### src/hw/rtl/ufd_pkg.sv
package ufd_pkg;

  localparam int BYTE_W    = 8;
  localparam int WORD_W    = 32;
  localparam int OUT_IDX_W = 6;
  localparam int CFG_IDX_W = 3;

  // Configuration register indexes
  localparam logic [CFG_IDX_W-1:0] REG_HEADER_FIRST  = 3'd0;
  localparam logic [CFG_IDX_W-1:0] REG_HEADER_SECOND = 3'd1;
  localparam logic [CFG_IDX_W-1:0] REG_HEADER_THIRD  = 3'd2;
  localparam logic [CFG_IDX_W-1:0] REG_HEADER_FOURTH = 3'd3;
  localparam logic [CFG_IDX_W-1:0] REG_STOP_MARKER   = 3'd4;

  // Reset values: "s", 0xFF, 0x00, 0xAA, "e"
  localparam logic [BYTE_W-1:0] RST_HEADER_FIRST  = 8'h73;
  localparam logic [BYTE_W-1:0] RST_HEADER_SECOND = 8'hFF;
  localparam logic [BYTE_W-1:0] RST_HEADER_THIRD  = 8'h00;
  localparam logic [BYTE_W-1:0] RST_HEADER_FOURTH = 8'hAA;
  localparam logic [BYTE_W-1:0] RST_STOP_MARKER   = 8'h65;

  typedef struct packed {
    logic hdr_hit;   // window plus current byte equal the header
    logic stop_hit;  // current byte equals the stop marker
  } match_t;

endpackage

### src/hw/rtl/ufd_ifs.sv
interface ufd_byte_if;
  logic                      valid;
  logic                      ready;
  logic [ufd_pkg::BYTE_W-1:0] rx_byte;

  modport source (output valid, output rx_byte, input ready);
  modport sink   (input valid, input rx_byte, output ready);
endinterface

interface ufd_word_if;
  logic                         valid;
  logic                         ready;
  logic [ufd_pkg::OUT_IDX_W-1:0] word_index;
  logic [ufd_pkg::WORD_W-1:0]    payload_word;
  logic                         last_word;

  modport source (output valid, output word_index, output payload_word, output last_word,
                  input ready);
  modport sink   (input valid, input word_index, input payload_word, input last_word,
                  output ready);
endinterface

interface ufd_cfg_if;
  logic                         valid;
  logic                         ready;
  logic [ufd_pkg::CFG_IDX_W-1:0] reg_index;
  logic [ufd_pkg::BYTE_W-1:0]    wdata;

  modport source (output valid, output reg_index, output wdata, input ready);
  modport sink   (input valid, input reg_index, input wdata, output ready);
endinterface

### src/hw/rtl/uart_frame_deframer.sv
// Channel  Role    Payload                                   Request taken when
// -------  ------  ----------------------------------------  ------------------
// rx       sink    rx_byte[7:0]                              rx.valid & rx.ready
// words    source  word_index[5:0] payload_word[31:0]        words.valid & words.ready
//                  last_word
// cfg      sink    reg_index[2:0] wdata[7:0]                 cfg.valid & cfg.ready
//
// Hunting and capture take one byte request per cycle; a payload byte goes
// straight into one byte lane of the word memory.
// After a good stop byte the block drains WORDS words, one per cycle when the
// sink keeps ready high, limited by the single read port of the word memory;
// rx is not ready during the drain.
// Synchronous reset returns to hunting with a cleared window and default
// registers; the payload memory is not cleared. cfg is always ready.
// The word output register holds while words.ready is low; the next memory
// read is issued only when that register is empty or being taken.
module uart_frame_deframer #(
  parameter int WORDS = 8
) (
  input  logic         clk,
  input  logic         rst,
  ufd_byte_if.sink     rx,
  ufd_word_if.source   words,
  ufd_cfg_if.sink      cfg
);

  localparam int PAYLOAD_BYTES = 4 * WORDS;
  localparam int CNT_W         = $clog2(PAYLOAD_BYTES + 1);
  localparam int ADDR_W        = (WORDS > 1) ? $clog2(WORDS) : 1;

  typedef enum logic [1:0] {
    S_HUNT,
    S_CAPT,
    S_DRAIN
  } state_t;

  state_t                     state;
  logic [CNT_W-1:0]           byte_cnt;
  logic [ADDR_W-1:0]          rd_idx;
  logic                       out_valid;
  logic [ufd_pkg::OUT_IDX_W-1:0] out_idx;
  logic                       out_last;
  logic [ufd_pkg::WORD_W-1:0] rd_data;

  // word memory, one byte lane written per payload byte
  logic [ufd_pkg::WORD_W-1:0] mem [WORDS];

  ufd_pkg::match_t            match;

  logic rx_take;
  logic cnt_full;
  logic wr_en;
  logic rd_go;
  logic rd_last;

  assign rx.ready = (state != S_DRAIN);
  assign rx_take  = rx.valid && rx.ready;
  assign cnt_full = (byte_cnt == CNT_W'(PAYLOAD_BYTES));
  assign wr_en    = rx_take && (state == S_CAPT) && !cnt_full;
  // read only into an empty (or emptying) output register
  assign rd_go    = (state == S_DRAIN) && (!out_valid || words.ready);
  assign rd_last  = (rd_idx == ADDR_W'(WORDS - 1));

  ufd_hunt u_hunt (
    .clk      (clk),
    .rst      (rst),
    .cfg      (cfg),
    .shift_en (rx_take && (state == S_HUNT)),
    .rx_byte  (rx.rx_byte),
    .match    (match)
  );

  always_ff @(posedge clk) begin
    if (wr_en) begin
      mem[byte_cnt[ADDR_W+1:2]][8*byte_cnt[1:0] +: 8] <= rx.rx_byte;
    end
    if (rd_go) begin
      rd_data <= mem[rd_idx];
    end
  end

  always_ff @(posedge clk) begin
    if (rst) begin
      state     <= S_HUNT;
      byte_cnt  <= '0;
      rd_idx    <= '0;
      out_valid <= 1'b0;
      out_idx   <= '0;
      out_last  <= 1'b0;
    end else begin
      // a new read refills the output register, else a taken word empties it
      if (rd_go) begin
        out_valid <= 1'b1;
      end else if (words.ready) begin
        out_valid <= 1'b0;
      end
      case (state)
        S_HUNT: begin
          if (rx_take && match.hdr_hit) begin
            state    <= S_CAPT;
            byte_cnt <= '0;
          end
        end
        S_CAPT: begin
          if (rx_take) begin
            if (cnt_full) begin
              // frame end: good stop byte drains, anything else drops the frame
              byte_cnt <= '0;
              rd_idx   <= '0;
              state    <= match.stop_hit ? S_DRAIN : S_HUNT;
            end else begin
              byte_cnt <= byte_cnt + 1'b1;
            end
          end
        end
        S_DRAIN: begin
          if (rd_go) begin
            out_idx   <= ufd_pkg::OUT_IDX_W'(rd_idx);
            out_last  <= rd_last;
            if (rd_last) begin
              rd_idx <= '0;
              state  <= S_HUNT;
            end else begin
              rd_idx <= rd_idx + 1'b1;
            end
          end
        end
        default: state <= S_HUNT;
      endcase
    end
  end

  assign words.valid        = out_valid;
  assign words.word_index   = out_idx;
  assign words.payload_word = rd_data;
  assign words.last_word    = out_last;

`ifndef SYNTHESIS
  // the last word is always read before the block leaves the drain
  a_last_after_drain: assert property (@(posedge clk) disable iff (rst)
    (rd_go && rd_last) |=> (state == S_HUNT))
    else $error("drain did not end after the last read");

  a_last_flag: assert property (@(posedge clk) disable iff (rst)
    words.valid |-> (words.last_word == (words.word_index == ufd_pkg::OUT_IDX_W'(WORDS - 1))))
    else $error("last flag does not match word index");

  a_cnt_range: assert property (@(posedge clk) disable iff (rst)
    (state == S_CAPT) |-> (byte_cnt <= CNT_W'(PAYLOAD_BYTES)))
    else $error("payload count overran");

  a_drain_entry: assert property (@(posedge clk) disable iff (rst)
    ((state == S_DRAIN) && ($past(state) != S_DRAIN)) |->
      $past(rx_take && cnt_full && match.stop_hit))
    else $error("drain started without a good stop byte");

  a_no_stale_out: assert property (@(posedge clk) disable iff (rst)
    (words.valid && !words.ready) |=> words.valid && $stable(words.word_index))
    else $error("stalled word lost");
`endif

endmodule

### src/hw/rtl/ufd_hunt.sv
// Header/stop registers, three-byte history window and the byte compares.
module ufd_hunt (
  input  logic                       clk,
  input  logic                       rst,
  ufd_cfg_if.sink                    cfg,
  input  logic                       shift_en,
  input  logic [ufd_pkg::BYTE_W-1:0] rx_byte,
  output ufd_pkg::match_t            match
);

  logic [ufd_pkg::BYTE_W-1:0]   hdr_first;
  logic [ufd_pkg::BYTE_W-1:0]   hdr_second;
  logic [ufd_pkg::BYTE_W-1:0]   hdr_third;
  logic [ufd_pkg::BYTE_W-1:0]   hdr_fourth;
  logic [ufd_pkg::BYTE_W-1:0]   stop_marker;
  logic [3*ufd_pkg::BYTE_W-1:0] recent;

  assign cfg.ready = 1'b1;

  always_ff @(posedge clk) begin
    if (rst) begin
      hdr_first   <= ufd_pkg::RST_HEADER_FIRST;
      hdr_second  <= ufd_pkg::RST_HEADER_SECOND;
      hdr_third   <= ufd_pkg::RST_HEADER_THIRD;
      hdr_fourth  <= ufd_pkg::RST_HEADER_FOURTH;
      stop_marker <= ufd_pkg::RST_STOP_MARKER;
    end else if (cfg.valid) begin
      case (cfg.reg_index)
        ufd_pkg::REG_HEADER_FIRST:  hdr_first   <= cfg.wdata;
        ufd_pkg::REG_HEADER_SECOND: hdr_second  <= cfg.wdata;
        ufd_pkg::REG_HEADER_THIRD:  hdr_third   <= cfg.wdata;
        ufd_pkg::REG_HEADER_FOURTH: hdr_fourth  <= cfg.wdata;
        ufd_pkg::REG_STOP_MARKER:   stop_marker <= cfg.wdata;
        default: ;
      endcase
    end
  end

  // oldest byte in the top lane
  always_ff @(posedge clk) begin
    if (rst) begin
      recent <= '0;
    end else if (shift_en) begin
      recent <= {recent[2*ufd_pkg::BYTE_W-1:0], rx_byte};
    end
  end

  always_comb begin
    match.hdr_hit  = (recent == {hdr_first, hdr_second, hdr_third}) && (rx_byte == hdr_fourth);
    match.stop_hit = (rx_byte == stop_marker);
  end

endmodule
### src/flat_wrapper.sv
// flat-port wrapper written by rule: the top's interface ports become plain ports
module uart_frame_deframer_flat 
#(
  parameter int WORDS = 8
)
  (clk, rst, rx_valid, rx_rx_byte, rx_ready, words_valid, words_word_index, words_payload_word, words_last_word, words_ready, cfg_valid, cfg_reg_index, cfg_wdata, cfg_ready);
  ufd_byte_if rx_i ();
  ufd_word_if words_i ();
  ufd_cfg_if cfg_i ();
  input  logic clk;
  input  logic rst;
  input wire logic [$bits(rx_i.valid)-1:0] rx_valid;
  input wire logic [$bits(rx_i.rx_byte)-1:0] rx_rx_byte;
  output wire logic [$bits(rx_i.ready)-1:0] rx_ready;
  output wire logic [$bits(words_i.valid)-1:0] words_valid;
  output wire logic [$bits(words_i.word_index)-1:0] words_word_index;
  output wire logic [$bits(words_i.payload_word)-1:0] words_payload_word;
  output wire logic [$bits(words_i.last_word)-1:0] words_last_word;
  input wire logic [$bits(words_i.ready)-1:0] words_ready;
  input wire logic [$bits(cfg_i.valid)-1:0] cfg_valid;
  input wire logic [$bits(cfg_i.reg_index)-1:0] cfg_reg_index;
  input wire logic [$bits(cfg_i.wdata)-1:0] cfg_wdata;
  output wire logic [$bits(cfg_i.ready)-1:0] cfg_ready;
  assign rx_i.valid = rx_valid;
  assign rx_i.rx_byte = rx_rx_byte;
  assign rx_ready = rx_i.ready;
  assign words_valid = words_i.valid;
  assign words_word_index = words_i.word_index;
  assign words_payload_word = words_i.payload_word;
  assign words_last_word = words_i.last_word;
  assign words_i.ready = words_ready;
  assign cfg_i.valid = cfg_valid;
  assign cfg_i.reg_index = cfg_reg_index;
  assign cfg_i.wdata = cfg_wdata;
  assign cfg_ready = cfg_i.ready;
  uart_frame_deframer #(.WORDS(WORDS)) u_core (.clk(clk), .rst(rst), .rx(rx_i), .words(words_i), .cfg(cfg_i));
endmodule
### config.mk
export PLATFORM = sky130hd
export DESIGN_NAME = uart_frame_deframer_flat
export DESIGN_NICKNAME = d
export VERILOG_FILES = /design/src/hw/rtl/ufd_pkg.sv /design/src/hw/rtl/ufd_ifs.sv /design/src/hw/rtl/uart_frame_deframer.sv /design/src/hw/rtl/ufd_hunt.sv /design/src/flat_wrapper.sv
export SDC_FILE = /design/constraint.sdc
export NUM_CORES = 1
export LEC_CHECK = 0
export BUFFER_PORTS_ARGS = -buffer_cell sky130_fd_sc_hd__buf_2
export CAP_MARGIN = 10
export CORE_MARGIN = 2
export CORE_UTILIZATION = 65
export CTS_CLUSTER_SIZE = 16
export DETAILED_ROUTE_END_ITERATION = 10
export GPL_TIMING_DRIVEN = 0
export HOLD_SLACK_MARGIN = 0.05
export MAX_ROUTING_LAYER = met4
export PLACE_DENSITY = 0.84
export SETUP_SLACK_MARGIN = 0.15
export SYNTH_ARGS = -nofsm -noshare
export SYNTH_HDL_FRONTEND = slang
export SYNTH_SLANG_ARGS = --single-unit
### constraint.sdc
create_clock -name clk -period 7.3 [get_ports clk]
set_input_delay 1.46 -clock clk [delete_from_list [all_inputs] [get_ports clk]]
set_output_delay 1.46 -clock clk [all_outputs]
set_load 0.1 [all_outputs]
==> metrics.yaml <==
crit_chain: "nand2b_1 > clkbuf_1 > buf_2"
final_cell_mix: "edfxtp_1 (288), nand2_1 (121), dfxtp_1 (80)"
drt-initial-drc-count: 691
finalCritPeriodShare: 0.4719
critPathKind: "register to output port"
layout.cells.most_common: "edfxtp_1"
ys_types: 48
ant_nets: 0
cts.sinks: 368
synth_edf_count: 288
slew_viol_final: 0
post-route-min-period_ns: 3.445
cap_violations: 0
track_usage: 0.2815
fin_util: 0.7495
worstReg2RegEnd: "u_core.mem[5][10]"
fin_skew_ns: 0.008765
r2r_cells: 7
crit-reg2reg-launch: "u_core.byte_cnt[0]"
vias_per_cell: 6.253
worst_pin_slew_ns: 1.072
overflow: 0
grt_pass1_wl_um: 47890
area_growth_pct: 12.41
cp_data_required_time_ns: 5.84
clkTransAtPathRegs_ns: 0.06
slowest_stage: "buf_2"
die_h_um: 154.1
hpwl_um: 20620
cts_tree: "yes"
cpLargestDelayFamily: "buffers and inverters"
chipWidth_um: 154.1
holdWs_ns: 0.4711
num_vias: 8342
layout-drive-gt1-share: 0.2144
setup_viol: 0
gp_congestion: 0.9409
run_status: "finished, final reports clean"
worst_setup_path_end_kind: "output port"
hold_path_class: "register to register"
grt_start_max_net_pins: 22
ios: 66
antenna_cells: 0
synthFlopType: "edfxtp_1"
hold-path-endpoint: "u_core.u_hunt.stop_marker[7]"
antenna_found_initial: 0
initial_core_util: 0.6668
post-place-ws_ns: 3.821
yosysWarnings: 0
cts-root-buf: "clkbuf_16"
seq_area_frac_synth: 0.7001
power.leakage_nw: 5.852
drt_first_pass_iters: 8
syn_area_um2: 14640
reg2reg_setup_slack_ns: 4.11
slew_headroom: 0.2828
wl_um: 31640
post_cts_buffers: 0
drc_errors: 0
cts_resized: 0
cp.arrival_ns: 1.98
worstSkewPairLatency_ns: 0.51
hold_viol_final: 0
htreeDepth: 2
start_kind: "register"
setup_ws_ns: 3.855
crit_buf_inv: 2
nNetsFinal: 1063
wl_per_cell_um: 23.72
power_density_nw_per_um2: 251.1
synth-async-reset-ratio: 0
cts_inserted_buffers: 37
dieArea_um2: 23740
grt_pass1_vias: 8298
critPathMaxFanout: 7
ir_worst_vdd_mv: 0.2191
holdCritStartpoint: "u_core.u_hunt.stop_marker[7]"
max_freq_mhz: 290.3
syn_inst: 929
rsz0062_at_grt: "false"
clock_path_buffers: 3
cts_hold_buf: 0
ys_ff_latch: 368
core_um2: 21960
avgSynthCellArea_um2: 15.76
max_stage_delay_ns: 0.52
fillers: 1264
fin_setup_tns_ns: 0
num_rows: 54
min_path_cells: 2
io_buffers: 61
## cells by family (layout without fill, tap and decap cells)
| family | count (synthesis) | count (layout) | share of synthesized area |
|---|---|---|---|
| mux | 111 | 111 | 0.1333 |
| buf+inv | 51 | 174 | 0.01513 |
| flops | 368 | 368 | 0.7001 |
| fa+ha+maj | 7 | 7 | 0.005982 |
| compound gates | 56 | 56 | 0.02230 |
| other cells | 2 | 4 | 0.0005129 |
| xor+xnor | 40 | 40 | 0.02393 |
| simple gates | 294 | 294 | 0.09879 |
## cells in the mapped netlist, types with 6 or more instances
library cell  instances  area (µm²)
edfxtp_1            288        8648
nand2_1             121       454.2
dfxtp_1              80        1602
mux4_2               64        1441
nor2_1               52       195.2
a21oi_1              41       205.2
xor2_1               36       315.3
and2_1               33       206.5
clkbuf_1             32       120.1
mux2_2               32       360.4
nand3b_1             24       180.2
nor4_1               17       106.4
mux2i_1              15       150.1
nand3_1              10       50.05
ha_1                  7       87.58
buf_2                 6       30.03
nor3_1                6       30.03
## worst min-delay path, delay by kind of cell, from the launching register on
kind            cells  cell delay [ns]
flops               1             0.32
compound gates      1             0.05
simple gates        1             0.05
## worst max path at each step
| stage | end | depth (start not counted) | slack, ns | start |
|---|---|---|---|---|
| 2_1_floorplan | u_core.rd_idx[1] | 6 | 3.90 | words_ready |
| 3_3_place_gp | u_core.rd_idx[0] | 7 | 3.13 | words_ready |
| 3_5_place_dp | u_core.byte_cnt[4] | 7 | 3.82 | rx_valid |
| 4_1_cts | rx_ready | 3 | 3.90 | u_core.state[0] |
| 5_1_grt | rx_ready | 3 | 3.84 | u_core.state[0] |
| 6_report | rx_ready | 3 | 3.86 | u_core.state[0] |
## flip-flops by register name (all words and copies together) (netlist names)
register	cells
u_core.byte_cnt	6
u_core.mem	256
u_core.rd_idx	3
u_core.state	2
u_core.u_hunt.hdr_first	8
u_core.u_hunt.hdr_fourth	8
u_core.u_hunt.hdr_second	8
u_core.u_hunt.hdr_third	8
u_core.u_hunt.recent	24
u_core.u_hunt.stop_marker	8
u_core.words.last_word	1
u_core.words.payload_word	32
u_core.words.valid	1
u_core.words.word_index	3
## through the flow
| step | total power [W] | cells | cell area (µm²) |
|---|---|---|---|
| 2_1_floorplan | 0.002353 | 931 | 14650 |
| 3_3_place_gp | 0.002388 | 1272 | 15300 |
| 3_5_place_dp | 0.002391 | 1273 | 15330 |
| 4_1_cts | 0.004142 | 1334 | 16460 |
| 5_1_grt | 0.004225 | 1334 | 16460 |
| 6_report | 0.004133 | 1334 | 16460 |
## cell type report
cell class / count / area, µm² / area share
plain buffers: 46 / 203.9 / 0.01239
clock buffers: 45 / 965.9 / 0.05869
clock inverters: 16 / 158.9 / 0.009655
inverters: 5 / 18.77 / 0.001140
multi-input cells: 512 / 4178 / 0.2538
flip-flops and latches: 368 / 10250 / 0.6228
well taps: 280 / 350.3 / 0.02129
repair buffers: 62 / 332.8 / 0.02022
## power breakdown
part,total (W),switching (W),internal [W]
clock,0.00178,0.000740,0.00104
combinational,0.0000946,0.0000666,0.0000280
sequential,0.00225,0.00000992,0.00224
## per-layer routing
metal  global-route usage  routed length, µm  share of wire  vias to the layer above
met1               0.3568              12440           0.39                     4125
li1                     -                  -              -                     3715
met2               0.4559              15690           0.50                      409
met4               0.1090               1137          0.036                        0
met5                    -                  0              0                        -
met3              0.05609               2370          0.075                       93
Power figures use the tool's default switching activity.
